## config.mk

```make
export PLATFORM = sky130hd
export DESIGN_NAME = midi_message_assembler_flat
export DESIGN_NICKNAME = d
export VERILOG_FILES = /design/src/sv/mma_pkg.sv /design/src/sv/mma_stream_if.sv /design/src/sv/mma_parser.sv /design/src/sv/mma_out_reg.sv /design/src/sv/midi_message_assembler.sv /design/src/flat_wrapper.sv
export VERILOG_INCLUDE_DIRS = /design/src /design/src/sv
export SDC_FILE = /design/constraint.sdc
export NUM_CORES = 1
export LEC_CHECK = 0
export ABC_AREA = 0
export BUFFER_PORTS_ARGS = -buffer_cell sky130_fd_sc_hd__buf_2
export CORE_MARGIN = 2
export CORE_UTILIZATION = 59
export DETAILED_ROUTE_END_ITERATION = 8
export PLACE_DENSITY = 0.83
export SLEW_MARGIN = 10
export SYNTH_ARGS = -nofsm -noshare
export SYNTH_HDL_FRONTEND = slang
export SYNTH_SLANG_ARGS = --single-unit
```

## constraint.sdc

```tcl
create_clock -name clk -period 6.9 [get_ports clk]
set_input_delay 1.38 -clock clk [delete_from_list [all_inputs] [get_ports clk]]
set_output_delay 1.38 -clock clk [all_outputs]
set_load 0.02 [all_outputs]
```

## src/sv/midi_message_assembler_defines.svh

```systemverilog
// Assertion macros shared by the assembler RTL.
`ifndef MIDI_MESSAGE_ASSEMBLER_DEFINES_SVH
`define MIDI_MESSAGE_ASSEMBLER_DEFINES_SVH

// Same-cycle implication, disabled while reset is asserted.
`define MMA_ASSERT_IMPL(label, clk, rst_n, ante, cons) \
	label: assert property (@(posedge clk) disable iff (!(rst_n)) (ante) |-> (cons)) \
		else $error("midi_message_assembler: check failed");

// Next-cycle implication, disabled while reset is asserted.
`define MMA_ASSERT_NEXT(label, clk, rst_n, ante, cons) \
	label: assert property (@(posedge clk) disable iff (!(rst_n)) (ante) |=> (cons)) \
		else $error("midi_message_assembler: check failed");

`endif

```

## src/sv/mma_pkg.sv

```systemverilog
package mma_pkg;

	// Status nibbles and system bytes that the parser decodes.
	localparam logic [3:0] NIB_PROGRAM  = 4'hC;
	localparam logic [3:0] NIB_CHAN_PRS = 4'hD;
	localparam logic [3:0] NIB_SYSTEM   = 4'hF;

	localparam logic [7:0] SYS_SYSEX_START = 8'hF0;
	localparam logic [7:0] SYS_MTC_QUARTER = 8'hF1;
	localparam logic [7:0] SYS_SONG_POS    = 8'hF2;
	localparam logic [7:0] SYS_SONG_SELECT = 8'hF3;
	localparam logic [7:0] SYS_SYSEX_END   = 8'hF7;

	// Byte counts of a message, status included.
	localparam logic [1:0] COUNT_ONE   = 2'd1;
	localparam logic [1:0] COUNT_TWO   = 2'd2;
	localparam logic [1:0] COUNT_THREE = 2'd3;

	// Data bytes a status byte asks for.
	localparam logic [1:0] NEED_ONE = 2'd1;
	localparam logic [1:0] NEED_TWO = 2'd2;

	// Input word: one raw byte.
	typedef struct packed {
		logic [7:0] midi_byte;
	} byte_word_t;

	// Output word: one complete message.
	typedef struct packed {
		logic [7:0] status_byte;
		logic [6:0] first_data;
		logic [6:0] second_data;
		logic [1:0] byte_count;
	} msg_word_t;

	// Parser result handed to the output register.
	typedef struct packed {
		logic      emit;
		msg_word_t msg;
	} parse_result_t;

endpackage

```

## src/sv/mma_stream_if.sv

```systemverilog
// Valid/ready channel that moves one word per handshake.
interface mma_stream_if #(
	parameter type payload_t = logic [7:0]
);
	logic     valid;
	logic     ready;
	payload_t payload;

	modport source (output valid, output payload, input ready);
	modport sink (input valid, input payload, output ready);
endinterface

```

## src/sv/mma_parser.sv

```systemverilog
// Parser state and decode: consumes one byte per enabled cycle.
module mma_parser (
	input  logic                   clk,
	input  logic                   arst_n,
	input  logic                   advance,
	input  logic [7:0]             midi_byte,
	output mma_pkg::parse_result_t result
);
	logic [7:0] held_status_q;
	logic [6:0] held_first_data_q;
	logic [1:0] bytes_collected_q;
	logic [1:0] bytes_remaining_q;
	logic       in_sysex_q;

	logic [7:0] held_status_d;
	logic [6:0] held_first_data_d;
	logic [1:0] bytes_collected_d;
	logic [1:0] bytes_remaining_d;
	logic       in_sysex_d;
	logic [1:0] remaining_dec;

	assign remaining_dec = bytes_remaining_q - 2'd1;

	// Next state and result for the byte in the input stage.
	always_comb begin
		held_status_d     = held_status_q;
		held_first_data_d = held_first_data_q;
		bytes_collected_d = bytes_collected_q;
		bytes_remaining_d = bytes_remaining_q;
		in_sysex_d        = in_sysex_q;
		result            = '0;

		if (!midi_byte[7]) begin
			// Data byte: dropped unless a message is open.
			if (bytes_remaining_q != 2'd0) begin
				bytes_remaining_d = remaining_dec;
				if (remaining_dec == 2'd0) begin
					result.emit            = 1'b1;
					result.msg.status_byte = held_status_q;
					if (bytes_collected_q[1]) begin
						result.msg.first_data  = held_first_data_q;
						result.msg.second_data = midi_byte[6:0];
						result.msg.byte_count  = mma_pkg::COUNT_THREE;
					end else begin
						result.msg.first_data = midi_byte[6:0];
						result.msg.byte_count = mma_pkg::COUNT_TWO;
					end
					bytes_collected_d = 2'd0;
				end else begin
					held_first_data_d = midi_byte[6:0];
					bytes_collected_d = bytes_collected_q + 2'd1;
				end
			end
		end else begin
			unique case (midi_byte[7:4])
				mma_pkg::NIB_SYSTEM: begin
					unique case (midi_byte)
						mma_pkg::SYS_SONG_POS: begin
							held_status_d     = midi_byte;
							held_first_data_d = '0;
							bytes_collected_d = 2'd1;
							bytes_remaining_d = mma_pkg::NEED_TWO;
							in_sysex_d        = 1'b0;
						end
						mma_pkg::SYS_MTC_QUARTER, mma_pkg::SYS_SONG_SELECT: begin
							held_status_d     = midi_byte;
							held_first_data_d = '0;
							bytes_collected_d = 2'd1;
							bytes_remaining_d = mma_pkg::NEED_ONE;
							in_sysex_d        = 1'b0;
						end
						mma_pkg::SYS_SYSEX_START: begin
							in_sysex_d        = 1'b1;
							bytes_remaining_d = 2'd0;
							bytes_collected_d = 2'd0;
						end
						mma_pkg::SYS_SYSEX_END: begin
							// End of SysEx; outside SysEx it changes nothing.
							in_sysex_d = 1'b0;
						end
						default: begin
							// Every other system byte, real-time and undefined ones included, goes out at once.
							result.emit            = 1'b1;
							result.msg.status_byte = midi_byte;
							result.msg.byte_count  = mma_pkg::COUNT_ONE;
						end
					endcase
				end
				mma_pkg::NIB_PROGRAM, mma_pkg::NIB_CHAN_PRS: begin
					held_status_d     = midi_byte;
					held_first_data_d = '0;
					bytes_collected_d = 2'd1;
					bytes_remaining_d = mma_pkg::NEED_ONE;
					in_sysex_d        = 1'b0;
				end
				default: begin
					held_status_d     = midi_byte;
					held_first_data_d = '0;
					bytes_collected_d = 2'd1;
					bytes_remaining_d = mma_pkg::NEED_TWO;
					in_sysex_d        = 1'b0;
				end
			endcase
		end
	end

	// State registers update once per consumed byte.
	always_ff @(posedge clk or negedge arst_n) begin
		if (!arst_n) begin
			held_status_q     <= '0;
			held_first_data_q <= '0;
			bytes_collected_q <= '0;
			bytes_remaining_q <= '0;
			in_sysex_q        <= 1'b0;
		end else if (advance) begin
			held_status_q     <= held_status_d;
			held_first_data_q <= held_first_data_d;
			bytes_collected_q <= bytes_collected_d;
			bytes_remaining_q <= bytes_remaining_d;
			in_sysex_q        <= in_sysex_d;
		end
	end
endmodule

```

## src/sv/mma_out_reg.sv

```systemverilog
// Result register: holds one message word until the sink takes it.
module mma_out_reg (
	input  logic                   clk,
	input  logic                   arst_n,
	input  logic                   advance,
	input  mma_pkg::parse_result_t result,
	output logic                   can_load,
	mma_stream_if.source           message
);
	logic                valid_q;
	mma_pkg::msg_word_t  msg_q;

	// Room for a new word when empty or when the held word leaves now.
	assign can_load = !valid_q || message.ready;

	always_ff @(posedge clk or negedge arst_n) begin
		if (!arst_n) begin
			valid_q <= 1'b0;
		end else if (advance && result.emit) begin
			valid_q <= 1'b1;
		end else if (message.ready) begin
			valid_q <= 1'b0;
		end
	end

	// Payload carries no reset.
	always_ff @(posedge clk) begin
		if (advance && result.emit) begin
			msg_q <= result.msg;
		end
	end

	assign message.valid   = valid_q;
	assign message.payload = msg_q;
endmodule

```

## src/sv/midi_message_assembler.sv

```systemverilog
// Path: an accepted byte waits in the input stage register; when the result register has room
// the parser decodes it, and a completed message word is loaded there for the sink to take.
// Throughput: one byte per cycle while the result register has room; the input register
// and the result register let a new byte enter while a finished message waits for the sink.
// Reset: arst_n clears the parser state and both valid flags at once; payloads keep
// whatever they hold.
`include "midi_message_assembler_defines.svh"

module midi_message_assembler (
	input  logic       clk,
	input  logic       arst_n,
	mma_stream_if.sink   midi,
	mma_stream_if.source message
);
	logic                   valid_s1;
	logic [7:0]             byte_s1;
	logic                   advance;
	logic                   can_load;
	mma_pkg::parse_result_t result;

	// The byte in the input stage is consumed when the result register has room.
	assign advance    = valid_s1 && can_load;
	assign midi.ready = !valid_s1 || can_load;

	// Input stage register.
	always_ff @(posedge clk or negedge arst_n) begin
		if (!arst_n) begin
			valid_s1 <= 1'b0;
		end else if (midi.valid && midi.ready) begin
			valid_s1 <= 1'b1;
		end else if (advance) begin
			valid_s1 <= 1'b0;
		end
	end

	always_ff @(posedge clk) begin
		if (midi.valid && midi.ready) begin
			byte_s1 <= midi.payload.midi_byte;
		end
	end

	mma_parser u_parser (
		.clk       (clk),
		.arst_n    (arst_n),
		.advance   (advance),
		.midi_byte (byte_s1),
		.result    (result)
	);

	mma_out_reg u_out_reg (
		.clk      (clk),
		.arst_n   (arst_n),
		.advance  (advance),
		.result   (result),
		.can_load (can_load),
		.message  (message)
	);

	// A stalled input stage keeps its byte.
	`MMA_ASSERT_NEXT(a_s1_hold, clk, arst_n, valid_s1 && !advance, valid_s1 && $stable(byte_s1))
	// Every emitted word carries a status byte and a count of at least one.
	`MMA_ASSERT_IMPL(a_msg_shape, clk, arst_n, message.valid,
		message.payload.status_byte[7] && (message.payload.byte_count != 2'd0))
	// One-byte messages have both data fields clear.
	`MMA_ASSERT_IMPL(a_single_clear, clk, arst_n,
		message.valid && (message.payload.byte_count == mma_pkg::COUNT_ONE),
		(message.payload.first_data == 7'd0) && (message.payload.second_data == 7'd0))
	// A word with a result is consumed only when the result register can take it.
	`MMA_ASSERT_IMPL(a_no_overwrite, clk, arst_n, advance && result.emit,
		!message.valid || message.ready)
endmodule

```

## src/flat_wrapper.sv

```systemverilog
// flat-port wrapper written by rule: the top's interface ports become plain ports
module midi_message_assembler_flat 
  (clk, arst_n, midi_valid, midi_payload, midi_ready, message_valid, message_payload, message_ready);
  mma_stream_if #(.payload_t(mma_pkg::byte_word_t)) midi_i ();
  mma_stream_if #(.payload_t(mma_pkg::msg_word_t)) message_i ();
  input  logic clk;
  input  logic arst_n;
  input wire logic [$bits(midi_i.valid)-1:0] midi_valid;
  input wire logic [$bits(midi_i.payload)-1:0] midi_payload;
  output wire logic [$bits(midi_i.ready)-1:0] midi_ready;
  output wire logic [$bits(message_i.valid)-1:0] message_valid;
  output wire logic [$bits(message_i.payload)-1:0] message_payload;
  input wire logic [$bits(message_i.ready)-1:0] message_ready;
  assign midi_i.valid = midi_valid;
  assign midi_i.payload = midi_payload;
  assign midi_ready = midi_i.ready;
  assign message_valid = message_i.valid;
  assign message_payload = message_i.payload;
  assign message_i.ready = message_ready;
  midi_message_assembler u_core (.clk(clk), .arst_n(arst_n), .midi(midi_i), .message(message_i));
endmodule
```

==> impl_metrics.json <==
{
  "status": "complete, no violations",
  "synth_seq_cells": 53,
  "cts_tree": "yes",
  "drv_slew": 0,
  "setup_slack_ns": 3.68,
  "n_antenna_cell": 0,
  "die_w_um": 65.6,
  "ctsResizeCount": 0,
  "dp_hpwl_um": 2690,
  "area.growth.synth_to_final_pct": 13.1,
  "worstSkewPairLatency_ns": 0.30,
  "fp.dieH_um": 65.6,
  "worstPathRequired_ns": 5.52,
  "async_flop_share": 0.396,
  "dp_slack_ns": 3.68,
  "rsz0062_at_grt": "false",
  "ant_nets": 0,
  "max_slew_margin": 0.276,
  "synth.distinct_cells": 35,
  "max_clock_freq_mhz": 311,
  "coreArea_um2": 3660,
  "met1Wirelength_um": 1510,
  "synth_nets": 171,
  "tns_ns": 0,
  "path_buf_inv": 2,
  "cts.sinks": 53,
  "critical_path.endpoint_type": "output port",
  "finalCritPeriodShare": 0.466,
  "start_util": 0.612,
  "critical-path-max-stage-delay_ns": 0.18,
  "startpoint": "message_ready",
  "r2r-start": "u_core.byte_s1[7]",
  "wirelength_um": 3740,
  "fin_skew_ns": 0.00508,
  "max-clock-path-buffers": 2,
  "path_cells": "buf_2 -> nand3b_1 -> buf_2",
  "crit_fanout": 3,
  "dr_wl_met3_um": 232,
  "ctsHoldBuffers": 0,
  "setup_viol": 0,
  "max-cap-violations": 0,
  "cts_root_buffer": "clkbuf_8",
  "htree_levels": 2,
  "fill_cells": 265,
  "tightest_slew_ns": 1.08,
  "routedWlPerCell_um": 15.6,
  "crit_top_cell": "buf_2",
  "place_congestion": 0.818,
  "via_per_inst": 5.71,
  "highest_layer": "met4",
  "fin_util": 0.692,
  "grt_pass1_vias": 1348,
  "first_iter_violations": 61,
  "die_area_um2": 4310,
  "hold_path.class": "reg2reg",
  "syn_inst": 156,
  "critical_path_arrival_ns": 1.84,
  "multi_input_area_um2": 689,
  "rows": 22,
  "ys_warn_count": 0,
  "syn_area_um2": 2240,
  "yosysSeqAreaShare": 0.663,
  "cts_made_buffers": 5,
  "groute.usage.overall": 0.199,
  "hold_violations": 0,
  "p_leak_uw": 0.00110,
  "grt_overflow": 0,
  "vias": 1370,
  "slowest_stage": "nand3b_1",
  "grt_max_degree": 25,
  "route.met2.wl_um": 1920,
  "min_from": "u_core.u_parser.held_status_q[7]",
  "syn_area_per_cell_um2": 14.4,
  "critPathTopFamily": "buffers and inverters",
  "post-cts-setup-buffers": 0,
  "grt_pass1_wl_um": 6300,
  "drc": 0,
  "clk_pin_slew_ns": 0.09,
  "path_class": "in2out",
  "nets": 206,
  "portBuffers": 37,
  "ir_drop_uv": 240,
  "start_kind": "primary input",
  "regArea_um2": 1490,
  "hold_ws_ns": 0.478,
  "ys.flop_type": "edfxtp_1",
  "power_density_nw_per_um2": 316,
  "ios": 38,
  "antenna_found_initial": 0,
  "period_needed_ns": 3.22,
  "dr.pass1.iters": 4,
  "final_layout_size_suffix_gt1_frac": 0.307,
  "synth_edf_count": 32
}
==> sequential cells by signal, indices dropped and copies added (netlist names) <==
name and cells:
u_core.u_parser.held_status_q 8, u_core.u_parser.bytes_collected_q 2, u_core.valid_s1 1, u_core.u_out_reg.message.valid 1, u_core.u_parser.held_first_data_q 7, u_core.byte_s1 8
u_core.u_out_reg.message.payload 24, u_core.u_parser.bytes_remaining_q 2
==> Yosys cell counts (all sizes together) (3+ instances only) <==
library cell | number | area [um2]
a21o | 6 | 45.0
a22o | 12 | 105
inv | 5 | 18.8
nor2 | 12 | 45.0
o21ai | 4 | 20.0
ha | 3 | 37.5
nand2 | 3 | 11.3
buf | 7 | 40.0
dfrtp | 21 | 526
a21oi | 4 | 23.8
mux2 | 8 | 90.1
nand2b | 3 | 18.8
mux2i | 8 | 80.1
edfxtp | 32 | 961
and3 | 8 | 50.1
==> power by group <==
part | internal, uW | leakage [uW] | switching, uW
Combinational | 81.2 | 0.000494 | 97.3
Clock | 81.5 | 0.0000445 | 92.4
Sequential | 398 | 0.000558 | 51.3
==> cell families (layout without fill, tap and decap cells) <==
group | Yosys count | count (layout) | share of synthesized area
compound gates | 34 | 34 | 0.125
fa+ha+maj | 3 | 3 | 0.0168
flops | 53 | 53 | 0.663
mux | 16 | 16 | 0.0759
simple gates | 36 | 36 | 0.0893
buf+inv | 14 | 50 | 0.0301
==> worst reg2reg max path, cell delays in order, from the launching register on <==
cell      delay [ns]
edfxtp_1        0.57
and4_1          0.36
o21a_1          0.37
a21oi_1         0.13
nor2_2          0.84
==> final timing paths <==
check	end	slack (ns)	cells after the start
worst min register to register	u_core.u_parser.held_status_q[7]	0.48	1
worst min-delay path	u_core.u_parser.held_status_q[7]	0.48	1
min in group asynchronous	u_core.valid_s1	1.02	1
worst max-delay path	midi_ready	3.68	3
worst max register to register	u_core.u_out_reg.message.payload[2]	4.25	4
max in group asynchronous	u_core.u_parser.held_first_data_q[0]	5.56	1
==> layout by cell type (no fill, tap or decap), drive strengths merged, types with 2 or more instances in the layout <==
cell type,Yosys,layout
a21oi,4,4
nand2,3,3
dfrtp,21,21
nor2,12,12
nand3,2,2
inv,5,5
edfxtp,32,32
mux2i,8,8
a22o,12,12
buf,7,37
a21o,6,6
nor3,2,2
and3,8,8
ha,3,3
and2,2,2
o211ai,2,2
nand2b,3,3
clkbuf,2,7
mux2,8,8
o21ai,4,4
==> layer usage <==
metal | up-vias | GRT usage
met1 | 664 | 0.253
met2 | 51 | 0.324
met4 | 0 | 0.0990
li1 | 647 | -
met5 | - | 0
met3 | 8 | 0.0428
==> area by class of cell <==
cell class / instances / area share
sequential: 53 / 0.587
multi-input combinational: 89 / 0.272
timing repair buffer: 37 / 0.0731
clock buffer: 7 / 0.0341
tap: 48 / 0.0237
inverter: 5 / 0.00741
clock inverter: 1 / 0.00296
==> per-stage QoR <==
step                power, uW  cell area [um2]  std cells
finish                    801             2530        240
global route              848             2530        240
CTS                       804             2530        240
detailed placement        632             2440        232
global placement          618             2440        232
floorplan                 584             2240        156
Power figures use the tool's default switching activity.
